File: config.mk
export PLATFORM = sky130hd
export DESIGN_NAME = box_table_collision_and_damage_flat
export DESIGN_NICKNAME = d
export VERILOG_FILES = /design/src/design/btcd_pkg.sv /design/src/design/btcd_in_if.sv /design/src/design/btcd_out_if.sv /design/src/design/btcd_cfg_if.sv /design/src/design/btcd_box_unit.sv /design/src/design/box_table_collision_and_damage.sv /design/src/flat_wrapper.sv
export SDC_FILE = /design/constraint.sdc
export NUM_CORES = 1
export LEC_CHECK = 0
export BUFFER_PORTS_ARGS = -buffer_cell sky130_fd_sc_hd__buf_2
export CAP_MARGIN = 30
export CORE_MARGIN = 5
export CORE_UTILIZATION = 65
export CTS_BUF_LIST = sky130_fd_sc_hd__clkbuf_8
export DETAILED_ROUTE_END_ITERATION = 12
export PLACE_DENSITY = 0.83
export RECOVER_POWER = 50
export SYNTH_ARGS = -nofsm -noshare
export SYNTH_HDL_FRONTEND = slang
export SYNTH_SLANG_ARGS = --single-unit
File: constraint.sdc
create_clock -name clk -period 9.7 [get_ports clk]
set_clock_uncertainty 0.1 [all_clocks]
set_input_delay 0.97 -clock clk [delete_from_list [all_inputs] [get_ports clk]]
set_output_delay 0.97 -clock clk [all_outputs]
set_load 0.01 [all_outputs]
File: src/design/btcd_pkg.sv
// ----------------------------------------------------------------------------
// btcd_pkg: shared types and constants for the box table block
// Operation, hit and register codes, field widths and the box entry types.
// ----------------------------------------------------------------------------
package btcd_pkg;

  // Table size and slot index width
  localparam int BOX_COUNT = 8;
  localparam int IDX_W     = (BOX_COUNT > 1) ? $clog2(BOX_COUNT) : 1;

  // Field widths
  localparam int POS_W   = 16;
  localparam int EXT_W   = 10;
  localparam int AREA_W  = 4;
  localparam int HLTH_W  = 4;
  localparam int MARG_W  = 8;
  localparam int GROW_W  = 11;   // reach + margin
  localparam int CALC_W  = 18;   // signed width of bound and penetration math
  localparam int CFG_IDX_W = 2;
  localparam int CFG_DAT_W = 10;

  // Operation codes
  localparam logic [1:0] OP_WRITE   = 2'd0;
  localparam logic [1:0] OP_COLLIDE = 2'd1;
  localparam logic [1:0] OP_DAMAGE  = 2'd2;

  // Hit codes
  localparam logic [1:0] HIT_NONE = 2'd0;
  localparam logic [1:0] HIT_HIT  = 2'd1;
  localparam logic [1:0] HIT_DEST = 2'd2;

  // Register indexes
  localparam logic [CFG_IDX_W-1:0] REG_VHH    = 2'd0;
  localparam logic [CFG_IDX_W-1:0] REG_MARGIN = 2'd1;
  localparam logic [CFG_IDX_W-1:0] REG_HEALTH = 2'd2;

  // Register reset values
  localparam logic [EXT_W-1:0]  VHH_RST    = 10'd188;
  localparam logic [MARG_W-1:0] MARGIN_RST = 8'd8;
  localparam logic [HLTH_W-1:0] HEALTH_RST = 4'd3;

  // Geometry of one box
  typedef struct packed {
    logic signed [POS_W-1:0] cx;
    logic signed [POS_W-1:0] cy;
    logic signed [POS_W-1:0] cz;
    logic [EXT_W-1:0]        hx;
    logic [EXT_W-1:0]        hz;
  } box_ent_t;

  // Status of one box
  typedef struct packed {
    logic              active;
    logic              destroyed;
    logic [AREA_W-1:0] area;
    logic [HLTH_W-1:0] health;
  } box_stat_t;

  // Verdict of the box unit for the box under test
  typedef struct packed {
    logic                    hit_col;
    logic                    hit_dmg;
    logic signed [POS_W-1:0] new_x;
    logic signed [POS_W-1:0] new_z;
  } box_res_t;

endpackage

File: src/design/btcd_in_if.sv
// ----------------------------------------------------------------------------
// btcd_in_if: operation channel
// Valid/ready channel carrying one operation with its operands.
// ----------------------------------------------------------------------------
interface btcd_in_if;
  logic                                  valid;
  logic                                  ready;
  logic [1:0]                            operation;
  logic [2:0]                            entry_index;
  logic signed [btcd_pkg::POS_W-1:0]     pos_x;
  logic signed [btcd_pkg::POS_W-1:0]     pos_y;
  logic signed [btcd_pkg::POS_W-1:0]     pos_z;
  logic [btcd_pkg::EXT_W-1:0]            half_width_x;
  logic [btcd_pkg::EXT_W-1:0]            half_width_z;
  logic [btcd_pkg::AREA_W-1:0]           entry_area;
  logic [btcd_pkg::EXT_W-1:0]            reach;
  logic [btcd_pkg::HLTH_W-1:0]           amount;
  logic [btcd_pkg::AREA_W-1:0]           current_area;

  modport source (
    output valid, operation, entry_index, pos_x, pos_y, pos_z, half_width_x,
           half_width_z, entry_area, reach, amount, current_area,
    input  ready
  );
  modport sink (
    input  valid, operation, entry_index, pos_x, pos_y, pos_z, half_width_x,
           half_width_z, entry_area, reach, amount, current_area,
    output ready
  );
endinterface

File: src/design/btcd_out_if.sv
// ----------------------------------------------------------------------------
// btcd_out_if: result channel
// Valid/ready channel carrying the final position and the hit code.
// ----------------------------------------------------------------------------
interface btcd_out_if;
  logic                              valid;
  logic                              ready;
  logic signed [btcd_pkg::POS_W-1:0] new_x;
  logic signed [btcd_pkg::POS_W-1:0] new_z;
  logic [1:0]                        hit_code;

  modport source (output valid, new_x, new_z, hit_code, input ready);
  modport sink   (input valid, new_x, new_z, hit_code, output ready);
endinterface

File: src/design/btcd_cfg_if.sv
// ----------------------------------------------------------------------------
// btcd_cfg_if: register write channel
// Valid/ready channel carrying a register index and write data.
// ----------------------------------------------------------------------------
interface btcd_cfg_if;
  logic                               valid;
  logic                               ready;
  logic [btcd_pkg::CFG_IDX_W-1:0]     index;
  logic [btcd_pkg::CFG_DAT_W-1:0]     data;

  modport source (output valid, index, data, input ready);
  modport sink   (input valid, index, data, output ready);
endinterface

File: src/design/btcd_box_unit.sv
// ----------------------------------------------------------------------------
// btcd_box_unit: shared box test unit
// Two steps per box: a calc cycle registers the widened bounds, the four
// penetrations and the vertical band test; the result is then read out as
// collide/damage verdicts and the pushed-out position.
// ----------------------------------------------------------------------------
module btcd_box_unit (
  input  logic                               clk,
  input  logic                               calc_en,
  input  btcd_pkg::box_ent_t                 ent,
  input  logic                               live,
  input  logic signed [btcd_pkg::POS_W-1:0]  x,
  input  logic signed [btcd_pkg::POS_W-1:0]  y,
  input  logic signed [btcd_pkg::POS_W-1:0]  z,
  input  logic [btcd_pkg::GROW_W-1:0]        grow,
  input  logic [btcd_pkg::EXT_W-1:0]         vhh,
  output btcd_pkg::box_res_t                 res
);

  localparam int W = btcd_pkg::CALC_W;
  localparam logic signed [W-1:0] SAT_MAX = 18'sd32767;
  localparam logic signed [W-1:0] SAT_MIN = -18'sd32768;
  localparam logic signed [W-1:0] ZERO    = '0;

  typedef enum logic [1:0] {DIR_NX, DIR_PX, DIR_NZ, DIR_PZ} dir_t;

  function automatic logic signed [btcd_pkg::POS_W-1:0] sat16(
    input logic signed [W-1:0] v);
    logic signed [btcd_pkg::POS_W-1:0] r;
    if (v > SAT_MAX) begin
      r = SAT_MAX[btcd_pkg::POS_W-1:0];
    end else if (v < SAT_MIN) begin
      r = SAT_MIN[btcd_pkg::POS_W-1:0];
    end else begin
      r = v[btcd_pkg::POS_W-1:0];
    end
    return r;
  endfunction

  // Operands widened to the calc width
  logic signed [W-1:0] x_e, y_e, z_e, cx_e, cy_e, cz_e, hx_e, hz_e, g_e, v_e;
  assign x_e  = W'(x);
  assign y_e  = W'(y);
  assign z_e  = W'(z);
  assign cx_e = W'(ent.cx);
  assign cy_e = W'(ent.cy);
  assign cz_e = W'(ent.cz);
  assign hx_e = signed'(W'(ent.hx));
  assign hz_e = signed'(W'(ent.hz));
  assign g_e  = signed'(W'(grow));
  assign v_e  = signed'(W'(vhh));

  // Bounds, penetrations and band test
  logic signed [W-1:0] lo_x, hi_x, lo_z, hi_z, pl, pr, pf, pb, dy, neg_v;
  logic                band;
  assign lo_x  = cx_e - hx_e - g_e;
  assign hi_x  = cx_e + hx_e + g_e;
  assign lo_z  = cz_e - hz_e - g_e;
  assign hi_z  = cz_e + hz_e + g_e;
  assign pl    = x_e - cx_e + hx_e + g_e;
  assign pr    = cx_e + hx_e + g_e - x_e;
  assign pf    = z_e - cz_e + hz_e + g_e;
  assign pb    = cz_e + hz_e + g_e - z_e;
  assign dy    = y_e - cy_e;
  assign neg_v = -v_e;
  assign band  = (dy >= neg_v) && (dy <= v_e);

  logic signed [W-1:0] lo_x_r, hi_x_r, lo_z_r, hi_z_r, pl_r, pr_r, pf_r, pb_r;
  logic                band_r, live_r;

  // Calc stage registers
  always_ff @(posedge clk) begin
    if (calc_en) begin
      lo_x_r <= lo_x;
      hi_x_r <= hi_x;
      lo_z_r <= lo_z;
      hi_z_r <= hi_z;
      pl_r   <= pl;
      pr_r   <= pr;
      pf_r   <= pf;
      pb_r   <= pb;
      band_r <= band;
      live_r <= live;
    end
  end

  // Least penetration; ties keep the earlier direction
  logic signed [W-1:0] best;
  dir_t                dir;
  always_comb begin
    best = pl_r;
    dir  = DIR_NX;
    if (pr_r < best) begin
      best = pr_r;
      dir  = DIR_PX;
    end
    if (pf_r < best) begin
      best = pf_r;
      dir  = DIR_NZ;
    end
    if (pb_r < best) begin
      dir  = DIR_PZ;
    end
  end

  // Verdicts and pushed position
  always_comb begin
    res.hit_col = live_r && band_r && (pl_r > ZERO) && (pr_r > ZERO)
                  && (pf_r > ZERO) && (pb_r > ZERO);
    res.hit_dmg = live_r && (pl_r >= ZERO) && (pr_r >= ZERO)
                  && (pf_r >= ZERO) && (pb_r >= ZERO);
    res.new_x   = x;
    res.new_z   = z;
    unique case (dir)
      DIR_NX: res.new_x = sat16(lo_x_r);
      DIR_PX: res.new_x = sat16(hi_x_r);
      DIR_NZ: res.new_z = sat16(lo_z_r);
      DIR_PZ: res.new_z = sat16(hi_z_r);
      default: res.new_x = x;
    endcase
  end

endmodule

File: src/design/box_table_collision_and_damage.sv
// ----------------------------------------------------------------------------
// box_table_collision_and_damage: box table with push-out and damage
// Keeps a table of boxes; collide pushes a body out of each live box in
// turn, damage hits the first live box that holds the point.
// ----------------------------------------------------------------------------
//
//  channel   dir  handshake          payload
//  in_ch     in   valid/ready        operation, operands
//  out_ch    out  valid/ready        new_x, new_z, hit_code
//  cfg_ch    in   valid/ready (=1)   register index, data
//
// Write and unused operations go straight to the finish step, which loads
//   the result register once any held result is taken.
// Collide: every slot passes through the shared box unit, with one calc and
//   one apply step each.
// Damage: slots go through calc and apply up to the first hit or last slot.
// Input ready only while idle; a held result stalls the next finish only.
// Reset idles the sequencer, presets the registers and clears all slot status.
// ----------------------------------------------------------------------------
module box_table_collision_and_damage (
  input  logic        clk,
  input  logic        rst_n,
  btcd_in_if.sink     in_ch,
  btcd_out_if.source  out_ch,
  btcd_cfg_if.sink    cfg_ch
);

  localparam int IW = btcd_pkg::IDX_W;
  localparam logic [IW-1:0] LAST_IDX = IW'(btcd_pkg::BOX_COUNT - 1);

  typedef enum logic [1:0] {S_IDLE, S_CALC, S_APPLY, S_FINISH} state_t;

  state_t                                state_r;
  logic [1:0]                            op_r;
  logic [IW-1:0]                         box_idx_r;
  logic signed [btcd_pkg::POS_W-1:0]     x_r, y_r, z_r;
  logic [btcd_pkg::GROW_W-1:0]           grow_r;
  logic [btcd_pkg::HLTH_W-1:0]           amount_r;
  logic [btcd_pkg::AREA_W-1:0]           area_r;
  logic [1:0]                            code_r;
  logic                                  out_valid_r;
  logic signed [btcd_pkg::POS_W-1:0]     out_x_r, out_z_r;
  logic [1:0]                            out_code_r;

  logic [btcd_pkg::EXT_W-1:0]            vhh_r;
  logic [btcd_pkg::MARG_W-1:0]           margin_r;
  logic [btcd_pkg::HLTH_W-1:0]           full_health_r;

  btcd_pkg::box_ent_t                    ent_r  [btcd_pkg::BOX_COUNT];
  btcd_pkg::box_stat_t                   stat_r [btcd_pkg::BOX_COUNT];

  logic                                  in_xfer, out_xfer, cfg_xfer;
  logic                                  out_load;
  logic                                  wr_slot;
  btcd_pkg::box_stat_t                   cur_stat;
  logic                                  cur_live;
  logic [btcd_pkg::HLTH_W-1:0]           health_nxt;
  logic [btcd_pkg::GROW_W-1:0]           grow_nxt;
  btcd_pkg::box_res_t                    res;

  assign in_ch.ready  = (state_r == S_IDLE);
  assign cfg_ch.ready = 1'b1;
  assign in_xfer      = in_ch.valid && in_ch.ready;
  assign out_xfer     = out_valid_r && out_ch.ready;
  assign cfg_xfer     = cfg_ch.valid && cfg_ch.ready;
  assign out_load     = (state_r == S_FINISH) && (!out_valid_r || out_ch.ready);

  assign out_ch.valid    = out_valid_r;
  assign out_ch.new_x    = out_x_r;
  assign out_ch.new_z    = out_z_r;
  assign out_ch.hit_code = out_code_r;

  assign wr_slot = in_xfer && (in_ch.operation == btcd_pkg::OP_WRITE)
                   && (int'(in_ch.entry_index) < btcd_pkg::BOX_COUNT);

  // Slot under test
  assign cur_stat   = stat_r[box_idx_r];
  assign cur_live   = cur_stat.active && !cur_stat.destroyed
                      && (cur_stat.area == area_r);
  assign health_nxt = (cur_stat.health > amount_r) ? cur_stat.health - amount_r
                                                   : '0;
  assign grow_nxt   = (in_ch.operation == btcd_pkg::OP_COLLIDE)
                      ? btcd_pkg::GROW_W'(in_ch.reach) + btcd_pkg::GROW_W'(margin_r)
                      : btcd_pkg::GROW_W'(in_ch.reach);

  btcd_box_unit u_unit (
    .clk     (clk),
    .calc_en (state_r == S_CALC),
    .ent     (ent_r[box_idx_r]),
    .live    (cur_live),
    .x       (x_r),
    .y       (y_r),
    .z       (z_r),
    .grow    (grow_r),
    .vhh     (vhh_r),
    .res     (res)
  );

  // Configuration registers
  always_ff @(posedge clk) begin
    if (!rst_n) begin
      vhh_r         <= btcd_pkg::VHH_RST;
      margin_r      <= btcd_pkg::MARGIN_RST;
      full_health_r <= btcd_pkg::HEALTH_RST;
    end else if (cfg_xfer) begin
      unique case (cfg_ch.index)
        btcd_pkg::REG_VHH:    vhh_r         <= cfg_ch.data;
        btcd_pkg::REG_MARGIN: margin_r      <= cfg_ch.data[btcd_pkg::MARG_W-1:0];
        btcd_pkg::REG_HEALTH: full_health_r <= cfg_ch.data[btcd_pkg::HLTH_W-1:0];
        default: ;
      endcase
    end
  end

  // Box geometry store, no reset
  always_ff @(posedge clk) begin
    if (wr_slot) begin
      ent_r[IW'(in_ch.entry_index)] <= '{cx: in_ch.pos_x, cy: in_ch.pos_y,
                                         cz: in_ch.pos_z, hx: in_ch.half_width_x,
                                         hz: in_ch.half_width_z};
    end
  end

  // Box status store: armed on write, worn down by damage
  always_ff @(posedge clk) begin
    if (!rst_n) begin
      for (int i = 0; i < btcd_pkg::BOX_COUNT; i++) begin
        stat_r[i] <= '0;
      end
    end else if (wr_slot) begin
      stat_r[IW'(in_ch.entry_index)] <= '{active: 1'b1, destroyed: 1'b0,
                                          area: in_ch.entry_area,
                                          health: full_health_r};
    end else if (state_r == S_APPLY && op_r == btcd_pkg::OP_DAMAGE && res.hit_dmg) begin
      stat_r[box_idx_r] <= '{active: cur_stat.active,
                             destroyed: (health_nxt == '0),
                             area: cur_stat.area, health: health_nxt};
    end
  end

  // Sequencer and result register
  always_ff @(posedge clk) begin
    if (!rst_n) begin
      state_r     <= S_IDLE;
      out_valid_r <= 1'b0;
      box_idx_r   <= '0;
    end else begin
      if (out_load) begin
        out_valid_r <= 1'b1;
      end else if (out_xfer) begin
        out_valid_r <= 1'b0;
      end
      unique case (state_r)
        S_IDLE: begin
          if (in_xfer) begin
            op_r      <= in_ch.operation;
            x_r       <= in_ch.pos_x;
            y_r       <= in_ch.pos_y;
            z_r       <= in_ch.pos_z;
            grow_r    <= grow_nxt;
            amount_r  <= in_ch.amount;
            area_r    <= in_ch.current_area;
            code_r    <= btcd_pkg::HIT_NONE;
            box_idx_r <= '0;
            if (in_ch.operation == btcd_pkg::OP_COLLIDE ||
                in_ch.operation == btcd_pkg::OP_DAMAGE) begin
              state_r <= S_CALC;
            end else begin
              state_r <= S_FINISH;
            end
          end
        end
        S_CALC: begin
          state_r <= S_APPLY;
        end
        S_APPLY: begin
          if (op_r == btcd_pkg::OP_COLLIDE) begin
            if (res.hit_col) begin
              x_r <= res.new_x;
              z_r <= res.new_z;
            end
            if (box_idx_r == LAST_IDX) begin
              state_r <= S_FINISH;
            end else begin
              box_idx_r <= box_idx_r + 1'b1;
              state_r   <= S_CALC;
            end
          end else if (res.hit_dmg) begin
            code_r  <= (health_nxt == '0) ? btcd_pkg::HIT_DEST : btcd_pkg::HIT_HIT;
            state_r <= S_FINISH;
          end else if (box_idx_r == LAST_IDX) begin
            state_r <= S_FINISH;
          end else begin
            box_idx_r <= box_idx_r + 1'b1;
            state_r   <= S_CALC;
          end
        end
        S_FINISH: begin
          if (out_load) begin
            out_x_r    <= x_r;
            out_z_r    <= z_r;
            out_code_r <= code_r;
            state_r    <= S_IDLE;
          end
        end
        default: state_r <= S_IDLE;
      endcase
    end
  end

  // A destroyed slot has no health left
  a_destroyed_empty: assert property (@(posedge clk) disable iff (!rst_n)
    cur_stat.destroyed |-> (cur_stat.health == '0))
    else $error("destroyed slot with health left");

  // A new result is only ever loaded from the finish step
  a_out_from_finish: assert property (@(posedge clk) disable iff (!rst_n)
    $rose(out_valid_r) |-> ($past(state_r) == S_FINISH))
    else $error("result loaded outside finish");

  // A table walk starts at slot zero
  a_walk_start: assert property (@(posedge clk) disable iff (!rst_n)
    (in_xfer && (in_ch.operation == btcd_pkg::OP_COLLIDE ||
                 in_ch.operation == btcd_pkg::OP_DAMAGE))
    |=> (state_r == S_CALC && box_idx_r == '0))
    else $error("table walk did not start at slot zero");

  // Write and unused operations go straight to the finish step
  a_write_finish: assert property (@(posedge clk) disable iff (!rst_n)
    (in_xfer && !(in_ch.operation == btcd_pkg::OP_COLLIDE ||
                  in_ch.operation == btcd_pkg::OP_DAMAGE))
    |=> (state_r == S_FINISH && code_r == btcd_pkg::HIT_NONE))
    else $error("non-walk operation did not finish at once");

  // A collide never reports a hit code
  a_collide_code: assert property (@(posedge clk) disable iff (!rst_n)
    (state_r == S_APPLY && op_r == btcd_pkg::OP_COLLIDE)
    |-> (code_r == btcd_pkg::HIT_NONE))
    else $error("collide carries a hit code");

endmodule
File: src/flat_wrapper.sv
// flat-port wrapper written by rule: the top's interface ports become plain ports
module box_table_collision_and_damage_flat 
  (clk, rst_n, in_ch_valid, in_ch_operation, in_ch_entry_index, in_ch_pos_x, in_ch_pos_y, in_ch_pos_z, in_ch_half_width_x, in_ch_half_width_z, in_ch_entry_area, in_ch_reach, in_ch_amount, in_ch_current_area, in_ch_ready, out_ch_valid, out_ch_new_x, out_ch_new_z, out_ch_hit_code, out_ch_ready, cfg_ch_valid, cfg_ch_index, cfg_ch_data, cfg_ch_ready);
  btcd_in_if in_ch_i ();
  btcd_out_if out_ch_i ();
  btcd_cfg_if cfg_ch_i ();
  input  logic clk;
  input  logic rst_n;
  input wire logic [$bits(in_ch_i.valid)-1:0] in_ch_valid;
  input wire logic [$bits(in_ch_i.operation)-1:0] in_ch_operation;
  input wire logic [$bits(in_ch_i.entry_index)-1:0] in_ch_entry_index;
  input wire logic [$bits(in_ch_i.pos_x)-1:0] in_ch_pos_x;
  input wire logic [$bits(in_ch_i.pos_y)-1:0] in_ch_pos_y;
  input wire logic [$bits(in_ch_i.pos_z)-1:0] in_ch_pos_z;
  input wire logic [$bits(in_ch_i.half_width_x)-1:0] in_ch_half_width_x;
  input wire logic [$bits(in_ch_i.half_width_z)-1:0] in_ch_half_width_z;
  input wire logic [$bits(in_ch_i.entry_area)-1:0] in_ch_entry_area;
  input wire logic [$bits(in_ch_i.reach)-1:0] in_ch_reach;
  input wire logic [$bits(in_ch_i.amount)-1:0] in_ch_amount;
  input wire logic [$bits(in_ch_i.current_area)-1:0] in_ch_current_area;
  output wire logic [$bits(in_ch_i.ready)-1:0] in_ch_ready;
  output wire logic [$bits(out_ch_i.valid)-1:0] out_ch_valid;
  output wire logic [$bits(out_ch_i.new_x)-1:0] out_ch_new_x;
  output wire logic [$bits(out_ch_i.new_z)-1:0] out_ch_new_z;
  output wire logic [$bits(out_ch_i.hit_code)-1:0] out_ch_hit_code;
  input wire logic [$bits(out_ch_i.ready)-1:0] out_ch_ready;
  input wire logic [$bits(cfg_ch_i.valid)-1:0] cfg_ch_valid;
  input wire logic [$bits(cfg_ch_i.index)-1:0] cfg_ch_index;
  input wire logic [$bits(cfg_ch_i.data)-1:0] cfg_ch_data;
  output wire logic [$bits(cfg_ch_i.ready)-1:0] cfg_ch_ready;
  assign in_ch_i.valid = in_ch_valid;
  assign in_ch_i.operation = in_ch_operation;
  assign in_ch_i.entry_index = in_ch_entry_index;
  assign in_ch_i.pos_x = in_ch_pos_x;
  assign in_ch_i.pos_y = in_ch_pos_y;
  assign in_ch_i.pos_z = in_ch_pos_z;
  assign in_ch_i.half_width_x = in_ch_half_width_x;
  assign in_ch_i.half_width_z = in_ch_half_width_z;
  assign in_ch_i.entry_area = in_ch_entry_area;
  assign in_ch_i.reach = in_ch_reach;
  assign in_ch_i.amount = in_ch_amount;
  assign in_ch_i.current_area = in_ch_current_area;
  assign in_ch_ready = in_ch_i.ready;
  assign out_ch_valid = out_ch_i.valid;
  assign out_ch_new_x = out_ch_i.new_x;
  assign out_ch_new_z = out_ch_i.new_z;
  assign out_ch_hit_code = out_ch_i.hit_code;
  assign out_ch_i.ready = out_ch_ready;
  assign cfg_ch_i.valid = cfg_ch_valid;
  assign cfg_ch_i.index = cfg_ch_index;
  assign cfg_ch_i.data = cfg_ch_data;
  assign cfg_ch_ready = cfg_ch_i.ready;
  box_table_collision_and_damage u_core (.clk(clk), .rst_n(rst_n), .in_ch(in_ch_i), .out_ch(out_ch_i), .cfg_ch(cfg_ch_i));
endmodule
==> results of run 1 <==
## path summary, 6_finish.rpt
kind / start / to / slack (ns) / cells after the start
setup / recovery: u_core.u_unit.pl_r[17]$_DFFE_PP_ / u_core.x_r[14]$_DFFE_PP_ / 1.28 / 26
hold / removal: in_ch_current_area[0] / u_core.area_r[0]$_DFFE_PP_ / 0.26 / 1
setup reg to reg: u_core.u_unit.pl_r[17]$_DFFE_PP_ / u_core.x_r[14]$_DFFE_PP_ / 1.28 / 26
hold reg to reg: u_core.vhh_r[9]$_SDFFE_PN0P_ / u_core.vhh_r[9]$_SDFFE_PN0P_ / 0.37 / 2
## sequential cells by signal, indices dropped and copies added (netlist names), 10 cells and up, named ones only
signal / count
u_core.ent_r: 544
u_core.grow_r: 11
u_core.out_ch.new_x: 16
u_core.out_ch.new_z: 16
u_core.stat_r: 80
u_core.u_unit.hi_x_r: 17
u_core.u_unit.hi_z_r: 18
u_core.u_unit.lo_x_r: 18
u_core.u_unit.lo_z_r: 18
u_core.u_unit.pb_r: 18
u_core.u_unit.pf_r: 18
u_core.u_unit.pl_r: 18
u_core.u_unit.pr_r: 18
u_core.vhh_r: 10
u_core.x_r: 16
u_core.y_r: 16
u_core.z_r: 16
## layout make-up
cell class	instances	area share (%)
Timing Repair Buffer	193	2.04
Sequential cell	905	53.5
Clock buffer	149	4.08
Antenna cell	7	0.0349
Multi-Input combinational cell	2009	34.6
Tap cell	940	2.34
Clock inverter	110	1.39
Inverter	264	1.97
## placed cells by master (no fill, tap or decap), drive strengths merged, types with 25 or more instances in the layout
cell type  Yosys  routed
mux2i        113     113
dfxtp         31      31
xnor2        115     115
nor3          34      34
fa            75      75
o21bai        29      29
clkinv         1      65
ha           260     260
clkbuf        64     268
mux4         156     156
o211ai        35      35
nand3         35      35
o21ai         80      80
nor2b         25      25
inv          263     298
nand2        173     173
edfxtp       874     874
a21oi        169     169
xor2          33      33
buf           42      74
a21o          40      40
nor2         360     360
## logic make-up (layout without fill, tap and decap cells)
family | count (synthesis) | after routing | synth area share (%)
compound gates | 493 | 493 | 6.97
xor+xnor | 148 | 148 | 2.86
fa+ha+maj | 335 | 335 | 10.4
buf+inv | 370 | 716 | 3.13
flops | 905 | 905 | 58.9
mux | 282 | 282 | 10.5
other cells | 1 | 8 | 0.00822
simple gates | 750 | 750 | 7.24
## where the power goes
group / leakage [nW] / internal [mW] / switching (mW) / total [mW]
registers: 8.28 / 4.61 / 0.166 / 4.78
clock network: 1.51 / 1.61 / 1.53 / 3.13
logic: 8.53 / 1.20 / 1.75 / 2.95
total: 18.3 / 7.41 / 3.44 / 10.9
## layer usage
layer	wire length, um	vias to the layer above
li1	-	12738
met1	43700	14145
met2	54700	1515
met3	10100	240
met4	3660	6
met5	50	-
## worst max-delay path: stages, from the launching register on
cell	delay, ns
edfxtp_1	0.39
inv_1	0.06
ha_1	0.45
nand2_1	0.13
nor4_1	0.55
a221oi_1	0.22
xnor2_2	0.52
buf_4	0.34
mux2i_1	0.30
ha_1	0.30
a211oi_1	0.24
o21ai_0	0.13
a211oi_1	0.35
nand2_1	0.21
a21oi_1	0.23
and2_1	0.51
buf_4	0.32
a21oi_1	0.11
ha_1	0.31
nand4_1	0.13
nor2_1	0.11
nand3_1	0.12
nor3_1	0.30
o2111a_1	0.27
or2_1	0.41
nor2b_1	0.24
o21a_1	0.67
==> impl_results.rst, run 1 <==
.. list-table::
   :header-rows: 1

   * - Metric
     - Value
   * - Clock transition at the register clock pins on the worst setup and hold paths after CTS
     - 0.06 ns
   * - Post-route worst setup slack
     - 1.28 ns
   * - Leakage power summed over all cells
     - 18.3 nW
   * - Clock Path Buffers
     - 3
   * - Num CTS Buffers
     - 145
   * - Number of buffers inserted by port buffering
     - 147
   * - Pin count of the biggest net entering global routing
     - 80
   * - Layer with the highest usage after global routing
     - met2
   * - Global routing usage on met3
     - 6.20%
   * - Seq/Total Area, Yosys
     - 58.9%
   * - Cell area after layout
     - 50200 um^2
   * - Final setup TNS
     - 0 ns
   * - Commonest cells post-synth
     - edfxtp_1 (874), nor2_1 (360), ha_1 (260)
   * - Met1 Usage GRT
     - 40.5%
   * - Initial antenna violation count
     - 9
   * - Die area
     - 75600 um^2
   * - Global-route wire length before repair
     - 170 mm
   * - Post-synthesis instance area
     - 45600 um^2
   * - Max Slew Vio Count
     - 244
   * - Fraction of layout cells with a size suffix above 1
     - 12.5%
   * - Mapped Avg Cell Area
     - 13.9 um^2
   * - Drt first-iter violations
     - 3128
   * - Count of TritonRoute iterations in the first routing pass
     - 6
   * - Critical Path Start Type
     - flop
   * - Cell with the most instances after synthesis
     - edfxtp_1
   * - Die width
     - 275 um
   * - Initial Utilization
     - 65.4%
   * - Total of endpoints with negative setup slack in the final report
     - 0
   * - Worst vdd ir
     - 0.000161 V
   * - Sequential cell area
     - 26900 um^2
   * - Area share of the leading cell type in the synthesized netlist
     - 57.5%
   * - Shortest period the worst path allows
     - 8.42 ns
   * - Overall Global Routing Usage
     - 29.8%
   * - Combined area of the multi-input logic cells
     - 17400 um^2
   * - Clock root buffer
     - clkbuf_8
   * - Dominant cell type by area after synthesis
     - edfxtp_1
   * - Violations in the final reports
     - capacitance limit, slew limit
   * - Via count
     - 28644
   * - Cell total after placement
     - 4306
   * - Areal power density over the cells
     - 216 nW/um^2
   * - Dominant register cell in the synthesized netlist
     - edfxtp_1
   * - Largest driver fanout on the critical path
     - 19
   * - Vias per cell
     - 6.26
   * - Type of destination of the critical path
     - flop
   * - Status
     - complete, but fails checks
   * - Biggest area contributors in the synthesized netlist
     - edfxtp_1 (58%), mux4_2 (7.7%), ha_1 (7.1%)
   * - Max-slew headroom
     - -153%
   * - Post-Place Worst Slack
     - 1.39 ns
   * - Number of register bits inferred by synthesis
     - 905
   * - Final layout net count
     - 3965
   * - Post-synth cell types
     - 76
   * - Start-to-end type of the worst setup path
     - reg -> reg
   * - Post-synth EDFFs
     - 874
   * - Highest attainable clock frequency
     - 119 MHz
   * - Last weighted congestion value of the routability-driven placer
     - 0.926
   * - Number of warnings issued by yosys
     - 0
   * - Average detailed-routed wire length per instance
     - 24.5 um
   * - Final antenna-violating net count
     - 0
   * - CTS HTree Levels
     - 4
   * - Post-synth ARST share
     - 0%
   * - Post-CTS setup-driven buffer insertion count
     - 0
   * - Count of max-cap constraint violations
     - 7
   * - Clock latency of the later-clocked register in the worst-skew pair
     - 0.79 ns
   * - Die Span Y
     - 275 um
   * - Post-cts gate resize count
     - 0
   * - Synth-to-Final Area Change
     - 10.0%
   * - Post-Synthesis Cells
     - 3284
   * - CP required
     - 10.00 ns
   * - Wire length after detailed routing
     - 112 mm
   * - Area of the core
     - 69800 um^2
   * - Period utilization
     - 86.8%
   * - Final hold violation count
     - 0
   * - I/O pins
     - 149
   * - Number of buffers inserted by hold repair at cts
     - 0
   * - Placement Cell Area
     - 47600 um^2
   * - Worst hold slack after final layout
     - 0.256 ns
   * - Met2 routing resource usage after global routing
     - 48.9%
   * - Min-Delay Path Class
     - in -> reg
   * - Overflow after GRT
     - 0
   * - Floorplan row count
     - 97
   * - Unrepaired setup endpoints after global routing
     - false
   * - Utilization of the core after routing
     - 72.0%
   * - Post-layout instance count excluding filler cells
     - 4577
   * - Residual DRC count
     - 0
   * - HPWL reported at the end of detailed placement
     - 78.4 mm
   * - Signal arrival time at the worst endpoint
     - 8.72 ns
   * - Power, Total
     - 10.9 mW
   * - Total of fill cells in the finished design
     - 4380
   * - Worst Tran Pin Value
     - 3.80 ns
   * - Synthesized Nets
     - 3731
   * - CTS sink cnt
     - 905
   * - Clock tree from TritonCTS
     - done
   * - Via count of the first global-routing pass
     - 29187
(Power assumes the default switching activity.)
==> inputs of run 2 (changes only) <==
==> constraint.sdc (replaced) <==
create_clock -name clk -period 9.7 [get_ports clk]
set_clock_uncertainty 0.1 [all_clocks]
set_input_delay 1.94 -clock clk [delete_from_list [all_inputs] [get_ports clk]]
set_output_delay 1.94 -clock clk [all_outputs]
set_load 0.01 [all_outputs]
==> run 2 against run 1 <==
Effect of this change: the flow still finishes with violations (capacitance limit, slew limit); die area is the same; routed wire length is essentially flat; combinational power is essentially flat; core utilization is essentially flat; global-route usage is the same; via count grew 0.73%; sequential share of layout area is essentially flat; largest power group unchanged.
==> impl_results.rst, run 2 (synthesis results as in run 1) <==
.. list-table::
   :header-rows: 1

   * - Metric
     - Value
   * - Highest attainable clock frequency
     - 119 MHz
   * - Clock latency of the later-clocked register in the worst-skew pair
     - 0.80 ns
   * - Signal arrival time at the worst endpoint
     - 8.73 ns
   * - Post-Place Worst Slack
     - 1.39 ns
   * - Capture point of the worst reg-to-reg path
     - u_core.x_r[14]$_DFFE_PP_
   * - Shortest period the worst path allows
     - 8.42 ns
   * - Leakage power summed over all cells
     - 18.4 nW
   * - Largest register FFs
     - 544
   * - Number of cells on the worst reg-to-reg path
     - 26
   * - Initial antenna violation count
     - 9
   * - Worst Tran Pin Value
     - 4.13 ns
   * - Max Slew Vio Count
     - 286
   * - HPWL reported at the end of detailed placement
     - 78.4 mm
   * - Overall Global Routing Usage
     - 29.8%
   * - Post-route worst setup slack
     - 1.28 ns
   * - Unrepaired setup endpoints after global routing
     - false
   * - Pin count of the biggest net entering global routing
     - 80
   * - Fraction of layout cells with a size suffix above 1
     - 13.5%
   * - Type of destination of the critical path
     - flop
   * - Number of buffers inserted by port buffering
     - 147
   * - Vias per cell
     - 6.30
   * - Worst reg-to-reg setup slack
     - 1.28 ns
   * - Clock tree from TritonCTS
     - done
   * - Total of endpoints with negative setup slack in the final report
     - 0
   * - Drt first-iter violations
     - 3085
   * - CP required
     - 10.00 ns
   * - Floorplan row count
     - 97
   * - Min-Delay Path Class
     - reg -> reg
   * - Final setup TNS
     - 0 ns
   * - Synth-to-Final Area Change
     - 10.1%
   * - Max-slew headroom
     - -175%
   * - Clock transition at the register clock pins on the worst setup and hold paths after CTS
     - 0.06 ns
   * - CTS HTree Levels
     - 4
   * - I/O pins
     - 149
   * - Clock root buffer
     - clkbuf_8
   * - Area of the core
     - 69800 um^2
   * - Hold Crit Depth
     - 2
   * - Worst min-delay path startpoint
     - u_core.vhh_r[9]$_SDFFE_PN0P_
   * - Number of buffers inserted by hold repair at cts
     - 0
   * - Final layout net count
     - 3965
   * - Top flop regs
     - u_core.ent_r (544), u_core.stat_r (80)
   * - Wire length after detailed routing
     - 112 mm
   * - Peak per-stage delay on the critical path
     - 0.67 ns
   * - Average detailed-routed wire length per instance
     - 24.5 um
   * - Last weighted congestion value of the routability-driven placer
     - 0.926
   * - Count of max-cap constraint violations
     - 8
   * - Largest driver fanout on the critical path
     - 19
   * - Most frequent cells in the layout
     - edfxtp_1 (874), nor2_1 (357), inv_1 (288)
   * - Worst vdd ir
     - 0.000160 V
   * - Via count
     - 28852
   * - Cell seen most often among critical-path stages
     - ha_1
   * - Die width
     - 275 um
   * - FF-to-FF Start
     - u_core.u_unit.pl_r[17]$_DFFE_PP_
   * - Status
     - complete, but fails checks
   * - Initial Utilization
     - 65.4%
   * - Critical Path Start Type
     - flop
   * - Overflow after GRT
     - 0
   * - Most common cell after layout, fill and taps aside
     - edfxtp_1
   * - Count of TritonRoute iterations in the first routing pass
     - 6
   * - Endpoint, Worst Hold
     - u_core.vhh_r[9]$_SDFFE_PN0P_
   * - Num CTS Buffers
     - 145
   * - Die Span Y
     - 275 um
   * - Violations in the final reports
     - capacitance limit, slew limit
   * - Global-route wire length before repair
     - 170 mm
   * - Clock Path Buffers
     - 3
   * - Areal power density over the cells
     - 216 nW/um^2
   * - Final hold violation count
     - 0
   * - Most flops, register
     - u_core.ent_r
   * - Period utilization
     - 86.8%
   * - Start-to-end type of the worst setup path
     - reg -> reg
   * - Cell with the biggest individual delay on the critical path
     - o21a_1
   * - Post-cts gate resize count
     - 0
   * - Post-CTS setup-driven buffer insertion count
     - 0
   * - Residual DRC count
     - 0
   * - Final antenna-violating net count
     - 0
   * - CTS sink cnt
     - 905
   * - Die area
     - 75600 um^2
   * - Via count of the first global-routing pass
     - 29187
==> run 2: cell types whose count changed in the layout (fill, tap and decap cells not counted) <==
cell,change
buf_2,+35
clkbuf_1,-35
buf_16,-1
buf_4,+1
==> run 2: worst max-delay path by stage <==
| stage | start | end | slack (ns) | depth (start not counted) |
|---|---|---|---|---|
| 5_1_grt | u_core.u_unit.pl_r[17]$_DFFE_PP_ | u_core.x_r[14]$_DFFE_PP_ | 0.66 | 26 |
| 3_3_place_gp | u_core.u_unit.pl_r[17]$_DFFE_PP_ | u_core.x_r[12]$_DFFE_PP_ | 1.08 | 26 |
| 4_1_cts | u_core.u_unit.pl_r[17]$_DFFE_PP_ | u_core.x_r[14]$_DFFE_PP_ | 1.35 | 26 |
| 3_5_place_dp | u_core.u_unit.pl_r[17]$_DFFE_PP_ | u_core.x_r[13]$_DFFE_PP_ | 1.39 | 26 |
| 6_report | u_core.u_unit.pl_r[17]$_DFFE_PP_ | u_core.x_r[14]$_DFFE_PP_ | 1.28 | 26 |
| 2_1_floorplan | u_core.state_r[0]$_SDFFE_PN0P_ | u_core.u_unit.band_r$_DFFE_PP_ | 2.02 | 2 |
==> run 2: layer usage <==
metal / up-vias / track usage, % / part of all wire [%]
met5: - / 0 / 0.045
met4: 6 / 10.4 / 3.3
met3: 256 / 6.20 / 9.3
met2: 1537 / 48.9 / 49
met1: 14311 / 40.5 / 39
li1: 12742 / - / -
==> run 2: cell type report <==
| cell class | instances | area (um^2) |
|---|---|---|
| Antenna cell | 7 | 17.5 |
| Timing Repair Buffer | 193 | 1050 |
| Multi-Input combinational cell | 2009 | 17400 |
| Clock buffer | 149 | 2050 |
| Tap cell | 940 | 1180 |
| Sequential cell | 905 | 26900 |
| Inverter | 264 | 991 |
| Clock inverter | 110 | 697 |
| Fill cell | 4369 | 19500 |
==> run 2: stage by stage <==
stage	cell area, um^2	utilization [%]	total power [mW]	instances	hold slack [ns]
2_1_floorplan	45600	-	6.89	3284	0.300
3_3_place_gp	47500	68.1	7.57	4302	0.339
3_5_place_dp	47600	68.2	7.74	4306	0.351
4_1_cts	50300	72.1	10.9	4565	0.366
5_1_grt	50200	72.0	11.4	4572	0.358
6_report	50200	72.0	10.9	4577	0.366
==> run 2: power by group <==
part	internal, mW	total (mW)	leakage, nW	switching, mW
sequential	4.61	4.78	8.28	0.167
combinational	1.20	2.95	8.62	1.75
clock	1.61	3.13	1.51	1.53
==> run 2: critical path: cells and delay by family (launching register included) <==
kind	cells	cell delay, ns
compound gates	8	2.22
buf+inv	3	0.72
fa+ha+maj	3	1.06
xor+xnor	1	0.52
mux	1	0.31
simple gates	10	2.71
flops	1	0.39
